$ cat config.mk
export PLATFORM = sky130hd
export DESIGN_NAME = xor_float_stream_encoder_unit
export DESIGN_NICKNAME = d
export VERILOG_FILES = /design/src/sv/xfse_pkg.sv /design/src/sv/xfse_front.sv /design/src/sv/xfse_queue.sv /design/src/sv/xfse_back.sv /design/src/sv/xor_float_stream_encoder_unit.sv
export SDC_FILE = /design/constraint.sdc
export NUM_CORES = 1
export LEC_CHECK = 0
export BUFFER_PORTS_ARGS = -buffer_cell sky130_fd_sc_hd__buf_2
export CAP_MARGIN = 20
export CORE_AREA = 2 2 252 254
export CTS_BUF_LIST = sky130_fd_sc_hd__clkbuf_8 sky130_fd_sc_hd__clkbuf_16
export DETAILED_ROUTE_END_ITERATION = 10
export DIE_AREA = 0 0 254 256
export GPL_ROUTABILITY_DRIVEN = 0
export PLACE_DENSITY = 0.39
export SKIP_CTS_REPAIR_TIMING = 1
export SKIP_LAST_GASP = 1
export SYNTH_ARGS = -nofsm -noshare
export SYNTH_HDL_FRONTEND = slang
export SYNTH_SLANG_ARGS = --single-unit
$ cat constraint.sdc
create_clock -name clock -period 4.05 [get_ports clock]
set_clock_uncertainty 0.15 [all_clocks]
set_input_delay 0.405 -clock clock [delete_from_list [all_inputs] [get_ports clock]]
set_output_delay 0.405 -clock clock [all_outputs]
set_load 0.005 [all_outputs]
$ cat src/sv/xfse_pkg.sv
// shared types, widths and helper functions for the xor float stream encoder
// used by every module of the block; no dependencies
`default_nettype none

package xfse_pkg;

   localparam int VALUE_W   = 32;
   localparam int LEAD_W    = 5;
   localparam int MLEN_W    = 6;
   localparam int HDR_W     = 2 + LEAD_W + MLEN_W;
   localparam int CHUNK_W   = 45;
   localparam int LEN_W     = 6;
   localparam int SEEN_W    = 16;
   localparam int WLEAD_W   = 8;
   localparam int TRAIL_W   = 6;
   localparam int CSR_ADDR_W = 3;
   localparam int CSR_DATA_W = 32;

   localparam int QUEUE_DEPTH = 2;

   localparam logic [SEEN_W-1:0]  MAX_VALUES_RESET = 16'd50;
   localparam logic [WLEAD_W-1:0] NO_WINDOW        = 8'd255;

   // register index decoded from paddr[2]
   localparam logic REG_MAX_VALUES = 1'b0;

   typedef enum logic [2:0] {
      KIND_REJECT,
      KIND_RAW,
      KIND_ZERO,
      KIND_REUSE,
      KIND_FRESH
   } kind_type;

   // one classified item, handed from the front to the back
   typedef struct packed {
      kind_type                kind;
      logic [VALUE_W-1:0]      word;
      logic [LEAD_W-1:0]       shift;
      logic [MLEN_W-1:0]       mlen;
      logic [LEAD_W-1:0]       lead;
   } rec_type;

   // leading zero count, binary search in five steps; x is nonzero where used
   function automatic logic [LEAD_W-1:0] clz32(input logic [VALUE_W-1:0] x);
      logic [VALUE_W-1:0] v;
      logic [LEAD_W-1:0]  n;
      v = x;
      n = '0;
      if (v[31:16] == 16'd0) begin
         n[4] = 1'b1;
         v = v << 16;
      end
      if (v[31:24] == 8'd0) begin
         n[3] = 1'b1;
         v = v << 8;
      end
      if (v[31:28] == 4'd0) begin
         n[2] = 1'b1;
         v = v << 4;
      end
      if (v[31:30] == 2'd0) begin
         n[1] = 1'b1;
         v = v << 2;
      end
      if (v[31] == 1'b0) begin
         n[0] = 1'b1;
      end
      return n;
   endfunction

   function automatic logic [LEAD_W-1:0] ctz32(input logic [VALUE_W-1:0] x);
      logic [VALUE_W-1:0] r;
      for (int i = 0; i < VALUE_W; i++) begin
         r[i] = x[VALUE_W-1-i];
      end
      return clz32(r);
   endfunction

endpackage

`default_nettype wire

$ cat src/sv/xfse_front.sv
// front part: accepts values, xors with the previous one, classifies the chunk
// and keeps the window and value count; uses xfse_pkg
`default_nettype none

module xfse_front (
   input  wire logic                             clock,
   input  wire logic                             reset,
   input  wire logic                             take,
   input  wire logic [xfse_pkg::VALUE_W-1:0]     value_bits,
   input  wire logic [xfse_pkg::SEEN_W-1:0]      max_values,
   output xfse_pkg::rec_type                     rec
);

   logic [xfse_pkg::VALUE_W-1:0] prev_ff, prev_in;
   logic [xfse_pkg::SEEN_W-1:0]  seen_ff, seen_in;
   logic [xfse_pkg::WLEAD_W-1:0] wlead_ff, wlead_in;
   logic [xfse_pkg::TRAIL_W-1:0] wtrail_ff, wtrail_in;

   logic [xfse_pkg::VALUE_W-1:0] x;
   logic [xfse_pkg::LEAD_W-1:0]  lead;
   logic [xfse_pkg::LEAD_W-1:0]  trail;
   logic                         limit;
   logic                         fits;

   always_comb begin
      x     = value_bits ^ prev_ff;
      lead  = xfse_pkg::clz32(x);
      trail = xfse_pkg::ctz32(x);
      limit = seen_ff >= max_values;
      fits  = (wlead_ff <= xfse_pkg::WLEAD_W'(lead)) &&
              (wtrail_ff <= xfse_pkg::TRAIL_W'(trail));

      prev_in   = prev_ff;
      seen_in   = seen_ff;
      wlead_in  = wlead_ff;
      wtrail_in = wtrail_ff;

      rec.kind  = xfse_pkg::KIND_REJECT;
      rec.word  = '0;
      rec.shift = '0;
      rec.mlen  = '0;
      rec.lead  = '0;

      if (!limit) begin
         prev_in = value_bits;
         seen_in = seen_ff + xfse_pkg::SEEN_W'(1);
         if (seen_ff == '0) begin
            rec.kind = xfse_pkg::KIND_RAW;
            rec.word = value_bits;
            rec.mlen = xfse_pkg::MLEN_W'(xfse_pkg::VALUE_W);
         end else if (x == '0) begin
            rec.kind = xfse_pkg::KIND_ZERO;
         end else if (fits) begin
            rec.kind  = xfse_pkg::KIND_REUSE;
            rec.word  = x;
            rec.shift = wtrail_ff[xfse_pkg::LEAD_W-1:0];
            rec.mlen  = xfse_pkg::MLEN_W'(xfse_pkg::VALUE_W)
                        - {1'b0, wlead_ff[xfse_pkg::LEAD_W-1:0]}
                        - {1'b0, wtrail_ff[xfse_pkg::LEAD_W-1:0]};
         end else begin
            rec.kind  = xfse_pkg::KIND_FRESH;
            rec.word  = x;
            rec.shift = trail;
            rec.lead  = lead;
            rec.mlen  = xfse_pkg::MLEN_W'(xfse_pkg::VALUE_W)
                        - {1'b0, lead} - {1'b0, trail};
            wlead_in  = xfse_pkg::WLEAD_W'(lead);
            wtrail_in = xfse_pkg::TRAIL_W'(trail);
         end
      end
   end

   always_ff @(posedge clock) begin
      if (reset) begin
         prev_ff   <= '0;
         seen_ff   <= '0;
         wlead_ff  <= xfse_pkg::NO_WINDOW;
         wtrail_ff <= '0;
      end else if (take) begin
         prev_ff   <= prev_in;
         seen_ff   <= seen_in;
         wlead_ff  <= wlead_in;
         wtrail_ff <= wtrail_in;
      end
   end

endmodule

`default_nettype wire

$ cat src/sv/xfse_queue.sv
// small register queue of classified items between the front and the back
// uses xfse_pkg for the item record
`default_nettype none

module xfse_queue #(
   parameter int DEPTH = xfse_pkg::QUEUE_DEPTH
) (
   input  wire logic              clock,
   input  wire logic              reset,
   input  wire logic              push,
   input  wire xfse_pkg::rec_type push_rec,
   output logic                   full,
   input  wire logic              pop,
   output xfse_pkg::rec_type      head,
   output logic                   head_valid
);

   localparam int PTR_W = (DEPTH > 1) ? $clog2(DEPTH) : 1;
   localparam int CNT_W = $clog2(DEPTH + 1);

   xfse_pkg::rec_type entries_ff [DEPTH];
   logic [PTR_W-1:0] wr_ff, wr_in;
   logic [PTR_W-1:0] rd_ff, rd_in;
   logic [CNT_W-1:0] cnt_ff, cnt_in;

   always_comb begin
      full       = cnt_ff == CNT_W'(DEPTH);
      head_valid = cnt_ff != '0;
      head       = entries_ff[rd_ff];

      wr_in  = wr_ff;
      rd_in  = rd_ff;
      cnt_in = cnt_ff;
      if (push) begin
         wr_in = (wr_ff == PTR_W'(DEPTH - 1)) ? '0 : wr_ff + PTR_W'(1);
      end
      if (pop) begin
         rd_in = (rd_ff == PTR_W'(DEPTH - 1)) ? '0 : rd_ff + PTR_W'(1);
      end
      if (push && !pop) begin
         cnt_in = cnt_ff + CNT_W'(1);
      end else if (pop && !push) begin
         cnt_in = cnt_ff - CNT_W'(1);
      end
   end

   always_ff @(posedge clock) begin
      if (reset) begin
         wr_ff  <= '0;
         rd_ff  <= '0;
         cnt_ff <= '0;
      end else begin
         wr_ff  <= wr_in;
         rd_ff  <= rd_in;
         cnt_ff <= cnt_in;
      end
   end

   always_ff @(posedge clock) begin
      if (push) begin
         entries_ff[wr_ff] <= push_rec;
      end
   end

endmodule

`default_nettype wire

$ cat src/sv/xfse_back.sv
// back part: builds the msb-first bit chunk from a classified item and holds
// it in the result register; uses xfse_pkg
`default_nettype none

module xfse_back (
   input  wire logic                            clock,
   input  wire logic                            reset,
   input  wire xfse_pkg::rec_type               rec,
   input  wire logic                            rec_valid,
   output logic                                 rec_take,
   input  wire logic                            out_pop,
   output logic                                 out_valid,
   output logic                                 out_accepted,
   output logic [xfse_pkg::CHUNK_W-1:0]         out_bits,
   output logic [xfse_pkg::LEN_W-1:0]           out_length
);

   logic                          valid_ff;
   logic                          acc_ff, acc_in;
   logic [xfse_pkg::CHUNK_W-1:0]  bits_ff, bits_in;
   logic [xfse_pkg::LEN_W-1:0]    len_ff, len_in;

   logic [xfse_pkg::VALUE_W-1:0]  payload;
   logic [xfse_pkg::HDR_W-1:0]    hdr;
   logic [xfse_pkg::LEN_W-1:0]    hlen;

   always_comb begin
      rec_take = rec_valid && (!valid_ff || out_pop);
      payload  = rec.word >> rec.shift;
      hdr      = '0;
      hlen     = '0;
      acc_in   = 1'b1;

      unique case (rec.kind)
         xfse_pkg::KIND_RAW: begin
            hlen = '0;
         end
         xfse_pkg::KIND_ZERO: begin
            hlen = xfse_pkg::LEN_W'(1);
         end
         xfse_pkg::KIND_REUSE: begin
            hdr  = xfse_pkg::HDR_W'(2'b10);
            hlen = xfse_pkg::LEN_W'(2);
         end
         xfse_pkg::KIND_FRESH: begin
            hdr  = {2'b11, rec.lead, rec.mlen};
            hlen = xfse_pkg::LEN_W'(xfse_pkg::HDR_W);
         end
         default: begin
            acc_in = 1'b0;
         end
      endcase

      if (acc_in) begin
         bits_in = (xfse_pkg::CHUNK_W'(hdr) << rec.mlen) | xfse_pkg::CHUNK_W'(payload);
         len_in  = hlen + rec.mlen;
      end else begin
         bits_in = '0;
         len_in  = '0;
      end

      out_valid    = valid_ff;
      out_accepted = acc_ff;
      out_bits     = bits_ff;
      out_length   = len_ff;
   end

   always_ff @(posedge clock) begin
      if (reset) begin
         valid_ff <= 1'b0;
      end else if (rec_take) begin
         valid_ff <= 1'b1;
      end else if (out_pop) begin
         valid_ff <= 1'b0;
      end
   end

   always_ff @(posedge clock) begin
      if (rec_take) begin
         acc_ff  <= acc_in;
         bits_ff <= bits_in;
         len_ff  <= len_in;
      end
   end

endmodule

`default_nettype wire

$ cat src/sv/xor_float_stream_encoder_unit.sv
// xor float stream encoder: one float bit pattern in, one msb-first bit chunk out.
// the front holds the xor state, the back the shifter; a value passes the queue
// and then the result register; throughput: one value per cycle while not full.
// the queue between them holds QUEUE_DEPTH items; full rises when it fills up.
// synchronous reset clears the value history, window, queue and result; max_values -> 50.
`default_nettype none

module xor_float_stream_encoder_unit #(
   parameter int QUEUE_DEPTH = xfse_pkg::QUEUE_DEPTH
) (
   input  wire logic                               clock,
   input  wire logic                               reset,
   input  wire logic                               push,
   output logic                                    full,
   input  wire logic [xfse_pkg::VALUE_W-1:0]       req_value_bits,
   output logic                                    empty,
   input  wire logic                               pop,
   output logic                                    rsp_accepted,
   output logic [xfse_pkg::CHUNK_W-1:0]            rsp_chunk_bits,
   output logic [xfse_pkg::LEN_W-1:0]              rsp_chunk_length,
   input  wire logic                               psel,
   input  wire logic                               penable,
   input  wire logic                               pwrite,
   input  wire logic [xfse_pkg::CSR_ADDR_W-1:0]    paddr,
   input  wire logic [xfse_pkg::CSR_DATA_W-1:0]    pwdata,
   output logic [xfse_pkg::CSR_DATA_W-1:0]         prdata,
   output logic                                    pready
);

   logic [xfse_pkg::SEEN_W-1:0] max_values_ff;
   logic                        csr_write;

   logic                        q_full;
   logic                        q_push;
   logic                        q_pop;
   logic                        q_head_valid;
   xfse_pkg::rec_type           front_rec;
   xfse_pkg::rec_type           q_head;
   logic                        out_valid;

   assign pready    = 1'b1;
   assign csr_write = psel && penable && pwrite && pready;
   assign prdata    = (paddr[2] == xfse_pkg::REG_MAX_VALUES)
                      ? xfse_pkg::CSR_DATA_W'(max_values_ff) : '0;

   always_ff @(posedge clock) begin
      if (reset) begin
         max_values_ff <= xfse_pkg::MAX_VALUES_RESET;
      end else if (csr_write && paddr[2] == xfse_pkg::REG_MAX_VALUES) begin
         max_values_ff <= pwdata[xfse_pkg::SEEN_W-1:0];
      end
   end

   assign full   = q_full;
   assign q_push = push && !q_full;
   assign empty  = !out_valid;

   xfse_front u_front (
      .clock      (clock),
      .reset      (reset),
      .take       (q_push),
      .value_bits (req_value_bits),
      .max_values (max_values_ff),
      .rec        (front_rec)
   );

   xfse_queue #(
      .DEPTH (QUEUE_DEPTH)
   ) u_queue (
      .clock      (clock),
      .reset      (reset),
      .push       (q_push),
      .push_rec   (front_rec),
      .full       (q_full),
      .pop        (q_pop),
      .head       (q_head),
      .head_valid (q_head_valid)
   );

   xfse_back u_back (
      .clock        (clock),
      .reset        (reset),
      .rec          (q_head),
      .rec_valid    (q_head_valid),
      .rec_take     (q_pop),
      .out_pop      (pop && !empty),
      .out_valid    (out_valid),
      .out_accepted (rsp_accepted),
      .out_bits     (rsp_chunk_bits),
      .out_length   (rsp_chunk_length)
   );

   // a dropped value carries no bits
   assert property (@(posedge clock) disable iff (reset)
      (!empty && !rsp_accepted) |-> (rsp_chunk_length == '0 && rsp_chunk_bits == '0))
      else $error("rejected result carries chunk data");

   // nothing set above the chunk length
   assert property (@(posedge clock) disable iff (reset)
      !empty |-> ((rsp_chunk_bits >> rsp_chunk_length) == '0))
      else $error("chunk bits beyond chunk length");

   // an encoded value always emits at least one bit, at most 45
   assert property (@(posedge clock) disable iff (reset)
      (!empty && rsp_accepted) |->
         (rsp_chunk_length != '0 && rsp_chunk_length <= xfse_pkg::LEN_W'(xfse_pkg::CHUNK_W)))
      else $error("bad chunk length for encoded value");

endmodule

`default_nettype wire

=== After elaboration in Yosys (flattened, before gate mapping) ===
Memories as Yosys holds them, arrays and structs flattened. A register that Yosys moved wholly into a read port is not among the register bits.
Cells that the tools add are included.

* Order comparisons: 3
* $add $sub $neg: 10
* Shifts and indexed selects: 2
* Mux-type cells: 41
* Reduce and logical (&&, ||, !) cells: 30
* Equality and inequality tests: 5
* Bitwise logic cells: 7

{| class="wikitable"
|+ Operators by type and width
! kind !! count
|-
| $mux W32 || 8
|-
| $mux W51 || 1
|-
| $logic_not A16 Y1 || 3
|-
| $mux W48 || 1
|-
| $mux W46 || 1
|-
| $or A45 B32 Y45 || 1
|-
| $shl A13 B6 Y45 || 1
|-
| $mux W35 || 1
|-
| $logic_not A32 Y1 || 1
|-
| $shr A32 B5 Y32 || 1
|-
| $xor A32 B32 Y32 || 1
|-
| $pmux W13 S2 || 1
|-
| $mux W1 || 19
|-
| $add A16 B1 Y16 const B || 1
|-
| $ge A16 B16 Y1 || 1
|-
| $logic_not A8 Y1 || 2
|-
| $mux W16 || 1
|-
| $mux W5 || 3
|-
| $pmux W4 S3 || 1
|-
| $sub A6 B5 Y6 || 2
|-
| $sub A6 B5 Y6 const A || 2
|-
| $logic_and A1 B1 Y1 || 9
|-
| $le A8 B5 Y1 || 1
|-
| $logic_not A4 Y1 || 2
|-
| 20 further kinds || 33
|}

* Input port bits: 74
* Register bits after elaboration: 134
* RAM bits: 102
* Output and inout port bits: 87
* Memories: 1
* Word-level logic and storage cells: 111

{| class="wikitable"
|+ Memories
! memory !! depth !! bits a word !! read ports !! clocked after Yosys merged registers in !! write ports !! line !! RTL
|-
| u_queue.entries_ff || 2 || 51 || 1 || 1 || 1 || xfse_queue.sv:21 || <nowiki>xfse_pkg::rec_type entries_ff [DEPTH];</nowiki>
|}

=== Depth between registers and ports, before layout ===
Gate-level depths: netlist of the first run.

* Word-level depth: 16
* Depth in mapped cells: 19
* Mapped depth without buffers: 18

=== By module ===
From an unflattened synthesis of the first run, not the netlist that was laid out.

* Cells, all modules: 1554
* Area, all modules: 15305.9 µm²

{| class="wikitable"
|+ Modules (own cells, without submodules)
! module !! seq. area each (µm²) !! area each (µm²) !! cells an instance !! times used
|-
| xfse_front || 1181.1 || 5313.8 || 736 || 1
|-
| xfse_back || 1581.5 || 5126.2 || 528 || 1
|-
| xfse_queue || 3163.0 || 3877.5 || 181 || 1
|-
| xor_float_stream_encoder_unit || 320.3 || 988.4 || 109 || 1
|}

=== Worst setup path before layout of the first run ===
No wires, ideal clock.

* Path type: in2reg
* From: input port req_value_bits[26] in the netlist's numbering
* To: memory u_queue.entries_ff[0][10] in the netlist's numbering, data pin
* Path slack: -0.310 ns
* Library setup time: 0.174 ns
* Buffers on the path: 0
* Arrival time: 4.036 ns
* Cell stages on the path: 17
* Cells stage by stage: xor2_1 -> or2_4 -> or4_4 -> a211oi_2 -> inv_1 -> o21ai_0 -> a21oi_1 -> a21boi_0 -> or2_1 -> ha_1 -> ha_1 -> fa_1 -> a21o_1 -> a21oi_1 -> xnor2_1 -> or3_1 -> o221ai_1

{| class="wikitable"
|+ RTL lines
! item !! line !! RTL
|-
| from (decl) || xor_float_stream_encoder_unit.sv:15 || <nowiki>input wire logic [xfse_pkg::VALUE_W-1:0] req_value_bits,</nowiki>
|-
| to (decl) || xfse_queue.sv:21 ||
|}

==> results of run 1 <==
==> metal layers <==
metal	up-vias	GRT usage, %
met2	289	24.06
li1	6400	-
met1	6091	20.28
met5	-	0
met4	0	3.807
met3	79	1.902
==> critical path, delay by kind of cell (launching register included) <==
family	cells	cell delay, ns
simple gates	4	1.36
compound gates	7	1.15
flops	1	0.33
fa+ha+maj	3	0.70
buf+inv	2	0.23
xor+xnor	2	0.22
==> kinds of logic after synthesis <==
group,Yosys count,share of synthesized area [%]
adders and majority gates,54,4.707
AOI/OAI and AO/OA,385,16.59
buffers and inverters,168,4.943
other,2,0.05063
and+or+nand+nor,534,15.92
DFF,235,42.11
xor gates and xnor gates,67,4.007
muxes,169,11.68
==> metrics by stage <==
| step | hold WS (ns) | TNS, ns |
|---|---|---|
| global route | 0.04815 | -17.93 |
| finish | 0.05742 | -8.287 |
| CTS | -0.1607 | -18.37 |
| detailed placement | 0.2981 | -26.20 |
| global placement | 0.2927 | -27.01 |
| floorplan | 0.2847 | -0.2678 |
==> state kept, by name, summed over array words and instances (netlist names), named ones only <==
name                 cells
u_back.out_length        6
max_values_ff           16
u_queue.wr_ff            1
u_front.seen_ff         16
u_front.wtrail_ff        5
u_queue.rd_ff            1
u_queue.cnt_ff           2
u_back.out_accepted      1
u_front.wlead_ff         6
u_back.out_valid         1
u_queue.entries_ff     102
u_front.prev_ff         32
u_back.out_bits         45
==> placed cells by master, fill, tap and decap left out, types with 33 or more instances in the layout <==
master      n
a21oi_1   117
mux2i_1   138
dfxtp_1    75
nor2_1    170
nand2_1   206
ha_1       48
edfxtp_1  154
nand3_1    33
buf_2     125
inv_1      60
buf_4     198
o21ai_0    73
==> report_power, final <==
group | internal [mW] | switching, mW
registers | 3.31 | 0.300
logic | 2.08 | 3.32
clock network | 1.61 | 1.08
total | 7.00 | 4.70
==> worst paths after layout <==
path / start / depth (start not counted) / slack, ns / end
setup / recovery: u_front.prev_ff[27] / 18 / -0.28 / u_queue.entries_ff[0][10]
hold / removal: req_value_bits[15] / 4 / 0.06 / u_front.prev_ff[15]
setup reg to reg: u_front.prev_ff[27] / 18 / -0.28 / u_queue.entries_ff[0][10]
hold reg to reg: max_values_ff[6] / 2 / 0.30 / max_values_ff[6]
==> layout make-up <==
type	instances	area [µm²]	share of cell area (%)
inverter	60	225.2	1.145
multi-input combinational	1227	8591	43.66
tap	846	1059	5.380
timing repair buffer	359	2547	12.95
sequential	235	6256	31.80
clock inverter	23	193.9	0.9857
clock buffer	33	803.3	4.083
==> impl_metrics.env, run 1 <==
export IMPL_status="complete, but fails checks"
export IMPL_violations="setup timing"
export IMPL_gr_usage_all_layers_pct=14.68
export IMPL_synth_top_area_share_pct=31.18
export IMPL_syn_area_um2=14830
export IMPL_fin_cells=2783
export IMPL_die_h_um=256
export IMPL_vias_per_cell=4.621
export IMPL_synth_cell_type_count=84
export IMPL_synth_largest_area_cell="edfxtp_1"
export IMPL_tightest_slew_ns=0.8144
export IMPL_final_area_um2=19680
export IMPL_die_x_um=254
export IMPL_synth_common_cells="nand2_1, nor2_1, edfxtp_1"
export IMPL_dpl_worst_slack_ns=-0.6932
export IMPL_ys_ff_latch=235
export IMPL_grt_pass1_wl_mm=75.15
export IMPL_fin_ws_ns=-0.2808
export IMPL_routed_top_layer="met4"
export IMPL_hold_viol=0
export IMPL_drc_errors=0
export IMPL_wl_met2_mm=22.54
export IMPL_grt_pass1_vias=12640
export IMPL_max_stage_delay_ns=0.56
export IMPL_antenna_found_initial=0
export IMPL_wl_per_cell_um=17.65
export IMPL_first_pass_iters=5
export IMPL_crit_path_start_kind="flop"
export IMPL_hpwl_mm=36.83
export IMPL_synth_avg_cell_area_um2=9.189
export IMPL_p_per_area_nw_per_um2=594.4
export IMPL_cts_max_path_buffers=3
export IMPL_grt_max_degree=67
export IMPL_dpl_cell_count=2693
export IMPL_path_common_cell="a21oi_2"
export IMPL_rows=92
export IMPL_cts_max_level=1
export IMPL_synthTopCellsByArea="edfxtp_1, dfxtp_1, mux2i_1"
export IMPL_max_slew_margin_pct=44.55
export IMPL_start_util_pct=23.77
export IMPL_portBuffers=125
export IMPL_yosysWarnings=0
export IMPL_min_period_ns=4.331
export IMPL_syn_to_final_growth_pct=32.66
export IMPL_p_total_mw=11.70
export IMPL_fillers=6573
export IMPL_die_area_um2=65020
export IMPL_io_pins=161
export IMPL_antenna_left=0
export IMPL_postSynthCellCount=1614
export IMPL_arrival_ns=4.59
export IMPL_cts_root_buf="clkbuf_16"
export IMPL_antenna_cells=0
export IMPL_cp_end_kind="flop"
export IMPL_cts_tree="built"
export IMPL_synth_async_reset_ratio_pct=0
export IMPL_clk_latency_ns=0.58
export IMPL_peakVddDrop_v=0.0003155
export IMPL_clock_fmax_mhz=230.9
export IMPL_core_area_um2=62390
export IMPL_cp_max_fo=5
export IMPL_wirelength_mm=49.12
export IMPL_worstPathCellList="xor2_2, or2_4, or4_4, a211oi_4, inv_2, o21ai_2, a21oi_2, a21boi_1, buf_4, or2_1, ha_2, ha_4, fa_2, a21o_1, a21oi_2, xnor2_1, or3_1, o221ai_2"
export IMPL_setup_viol=49
export IMPL_routedLengthMet1_mm=23.23
export IMPL_slowest_stage="or4_4"
export IMPL_drt_iter0_drc=808
export IMPL_setup_worst_path_class="flop to flop"
export IMPL_drive_gt1_share_pct=27.77
export IMPL_p_leak_nw=7.758
export IMPL_placed_cell_area_um2=17880
export IMPL_layout_nets=2041
export IMPL_grt_overflow_total=0
export IMPL_synthFlopType="edfxtp_1"
export IMPL_synth_most_common_cell="nand2_1"
export IMPL_post_route_util_pct=31.54
export IMPL_synth_edf_count=154
export IMPL_worstPathRequired_ns=4.31
export IMPL_max_cap_viol_count=0
export IMPL_clk_pin_slew_worst_paths_ns=0.06
export IMPL_hp_class="input pin to flop"
export IMPL_cts_made_buffers=30
export IMPL_vias=12860
export IMPL_numClockSinks=235
export IMPL_finalCritPeriodShare_pct=106.9
export IMPL_route_met3_wl_mm=1.973
export IMPL_rsz0062_at_grt="yes"
export IMPL_final_max_slew_violation_count=0
export IMPL_synth_yosys_seq_area_share_pct=42.11
Note: power is estimated with default switching activity, not from simulation.
==> run 2, diff against run 1 <==
--- a/config.mk
+++ b/config.mk
@@ -13,6 +13,7 @@
 export DIE_AREA = 0 0 254 256
 export GPL_ROUTABILITY_DRIVEN = 0
 export PLACE_DENSITY = 0.39
+export SETUP_SLACK_MARGIN = 0.5
 export SKIP_CTS_REPAIR_TIMING = 1
 export SKIP_LAST_GASP = 1
 export SYNTH_ARGS = -nofsm -noshare
==> run 2 against run 1 <==
  * The run still ends with setup timing left
  * Cell count is essentially flat
  * Clock-buffer cell count is 1 lower
  * Sequential power about the same
  * Global-route usage is 0.35 points lower
  * Final area is 1.1% higher
  * Total power increased by 0.93%
  * Die area unchanged
  * Non-clock buffer count up 1
  * First-iteration DRC count down 14%
  * Clock power up 3%
  * Maximum frequency up 0.32%
  * Sequential cell count stayed put
==> impl_metrics.env, run 2 (synthesized netlist as in run 1, its figures left out) <==
export IMPL_mostFrequentLayoutCells="nand2_1, buf_4, nor2_1"
export IMPL_final_area_um2=19880
export IMPL_violations="setup timing"
export IMPL_hp_class="input pin to flop"
export IMPL_crit_path_start_kind="flop"
export IMPL_wirelength_mm=47.91
export IMPL_hold_viol=0
export IMPL_cp_max_fo=6
export IMPL_clk_pin_slew_worst_paths_ns=0.06
export IMPL_p_per_area_nw_per_um2=593.7
export IMPL_dpl_cell_count=2690
export IMPL_drt_iter0_drc=693
export IMPL_cp_end_kind="flop"
export IMPL_min_period_ns=4.317
export IMPL_placed_cell_area_um2=18020
export IMPL_status="complete, but fails checks"
export IMPL_wl_per_cell_um=17.22
export IMPL_fin_ws_ns=-0.2670
export IMPL_rsz0062_at_grt="yes"
export IMPL_die_area_um2=65020
export IMPL_grt_max_degree=48
export IMPL_vias_per_cell=4.551
export IMPL_gr_usage_all_layers_pct=14.34
export IMPL_final_max_slew_violation_count=0
export IMPL_cts_made_buffers=31
export IMPL_die_h_um=256
export IMPL_post_route_util_pct=31.87
export IMPL_clock_fmax_mhz=231.6
export IMPL_syn_to_final_growth_pct=34.06
export IMPL_grt_pass1_wl_mm=73.31
export IMPL_vias=12660
export IMPL_first_pass_iters=5
export IMPL_antenna_left=0
export IMPL_rows=92
export IMPL_worstPathRequired_ns=4.21
export IMPL_clk_latency_ns=0.58
export IMPL_cts_root_buf="clkbuf_16"
export IMPL_antenna_found_initial=1
export IMPL_core_area_um2=62390
export IMPL_setup_worst_path_class="flop to flop"
export IMPL_hpwl_mm=36.11
export IMPL_p_leak_nw=7.794
export IMPL_grt_overflow_total=0
export IMPL_io_pins=161
export IMPL_multi_input_area_um2=8783
export IMPL_fillers=6630
export IMPL_antenna_cells=0
export IMPL_die_x_um=254
export IMPL_peakVddDrop_v=0.0003726
export IMPL_fin_cells=2782
export IMPL_regMostFlops="u_queue.entries_ff"
export IMPL_max_slew_margin_pct=49.54
export IMPL_finalCritPeriodShare_pct=106.6
export IMPL_numClockSinks=235
export IMPL_cts_tree="built"
export IMPL_cts_max_path_buffers=3
export IMPL_start_util_pct=23.77
export IMPL_drc_errors=0
export IMPL_seqCellArea_um2=6262
export IMPL_p_total_mw=11.80
export IMPL_largest_reg_flops=102
export IMPL_max_cap_viol_count=0
export IMPL_mostFrequentLayoutCell="nand2_1"
export IMPL_layout_nets=2042
export IMPL_arrival_ns=4.47
export IMPL_portBuffers=125
export IMPL_setup_viol=49
export IMPL_tightest_slew_ns=0.7423
export IMPL_grt_pass1_vias=12510
export IMPL_holdWs_ns=0.06384
export IMPL_drive_gt1_share_pct=28.67
export IMPL_cts_max_level=1
run 2: changes by cell type in the layout (fill, tap and decap cells not counted), moves of 5 or more:
cell | previous run | this run
buf_4 | 198 | 204
a21oi_2 | 12 | 6
buf_6 | 12 | 7
a21oi_4 | 4 | 11
nand3_4 | 2 | 8
run 2: routing by layer:
| metal | global-route usage [%] | part of all wire [%] | vias up |
|---|---|---|---|
| li1 | - | - | 6411 |
| met5 | 0 | 0.027 | - |
| met4 | 4.069 | 2.9 | 2 |
| met2 | 22.96 | 45 | 263 |
| met3 | 2.024 | 3.7 | 68 |
| met1 | 20.00 | 48 | 5916 |
run 2: power by group:
part | switching [mW] | internal, mW | leakage (nW)
registers | 0.268 | 3.31 | 2.14
clock network | 1.06 | 1.71 | 0.524
logic | 3.35 | 2.10 | 5.13
run 2: critical path: stages, from the launching register on:
cell and delay [ns]:
dfxtp_2 0.33, xor2_2 0.14, or2_4 0.25, or4_4 0.57, a211oi_4 0.27, a221oi_2 0.13
a211oi_2 0.29, o211ai_1 0.14, buf_4 0.16, buf_6 0.11, ha_4 0.25, nand3b_1 0.10
o21bai_1 0.23, o221ai_4 0.16, a21oi_4 0.29, a21o_1 0.21, buf_6 0.16, nor3_4 0.07
run 2: per-stage QoR:
step	setup slack, ns	TNS [ns]
2_1_floorplan	-0.1334	-0.2669
3_3_place_gp	-0.6592	-15.63
3_5_place_dp	-0.7834	-23.38
4_1_cts	-0.6494	-16.13
5_1_grt	-0.4376	-17.94
6_report	-0.2670	-9.298
run 2: final cells by class:
cell class                      instances  share of cell area (%)
Clock buffer                           32                   3.971
Timing Repair Buffer                  360                   12.68
Sequential cell                       235                   31.50
Inverter                               60                   1.133
Clock inverter                         23                   1.221
Multi-Input combinational cell       1226                   44.18
Tap cell                              846                   5.324
run 2: path summary, 6_finish.rpt:
| path | endpoint | slack (ns) | depth (start not counted) | from |
|---|---|---|---|---|
| worst min register to register | max_values_ff[2] | 0.30 | 2 | max_values_ff[2] |
| worst min-delay path | u_front.prev_ff[12] | 0.06 | 4 | req_value_bits[12] |
| worst max-delay path | u_queue.entries_ff[1][0] | -0.27 | 17 | u_front.prev_ff[27] |
| worst max register to register | u_queue.entries_ff[1][0] | -0.27 | 17 | u_front.prev_ff[27] |
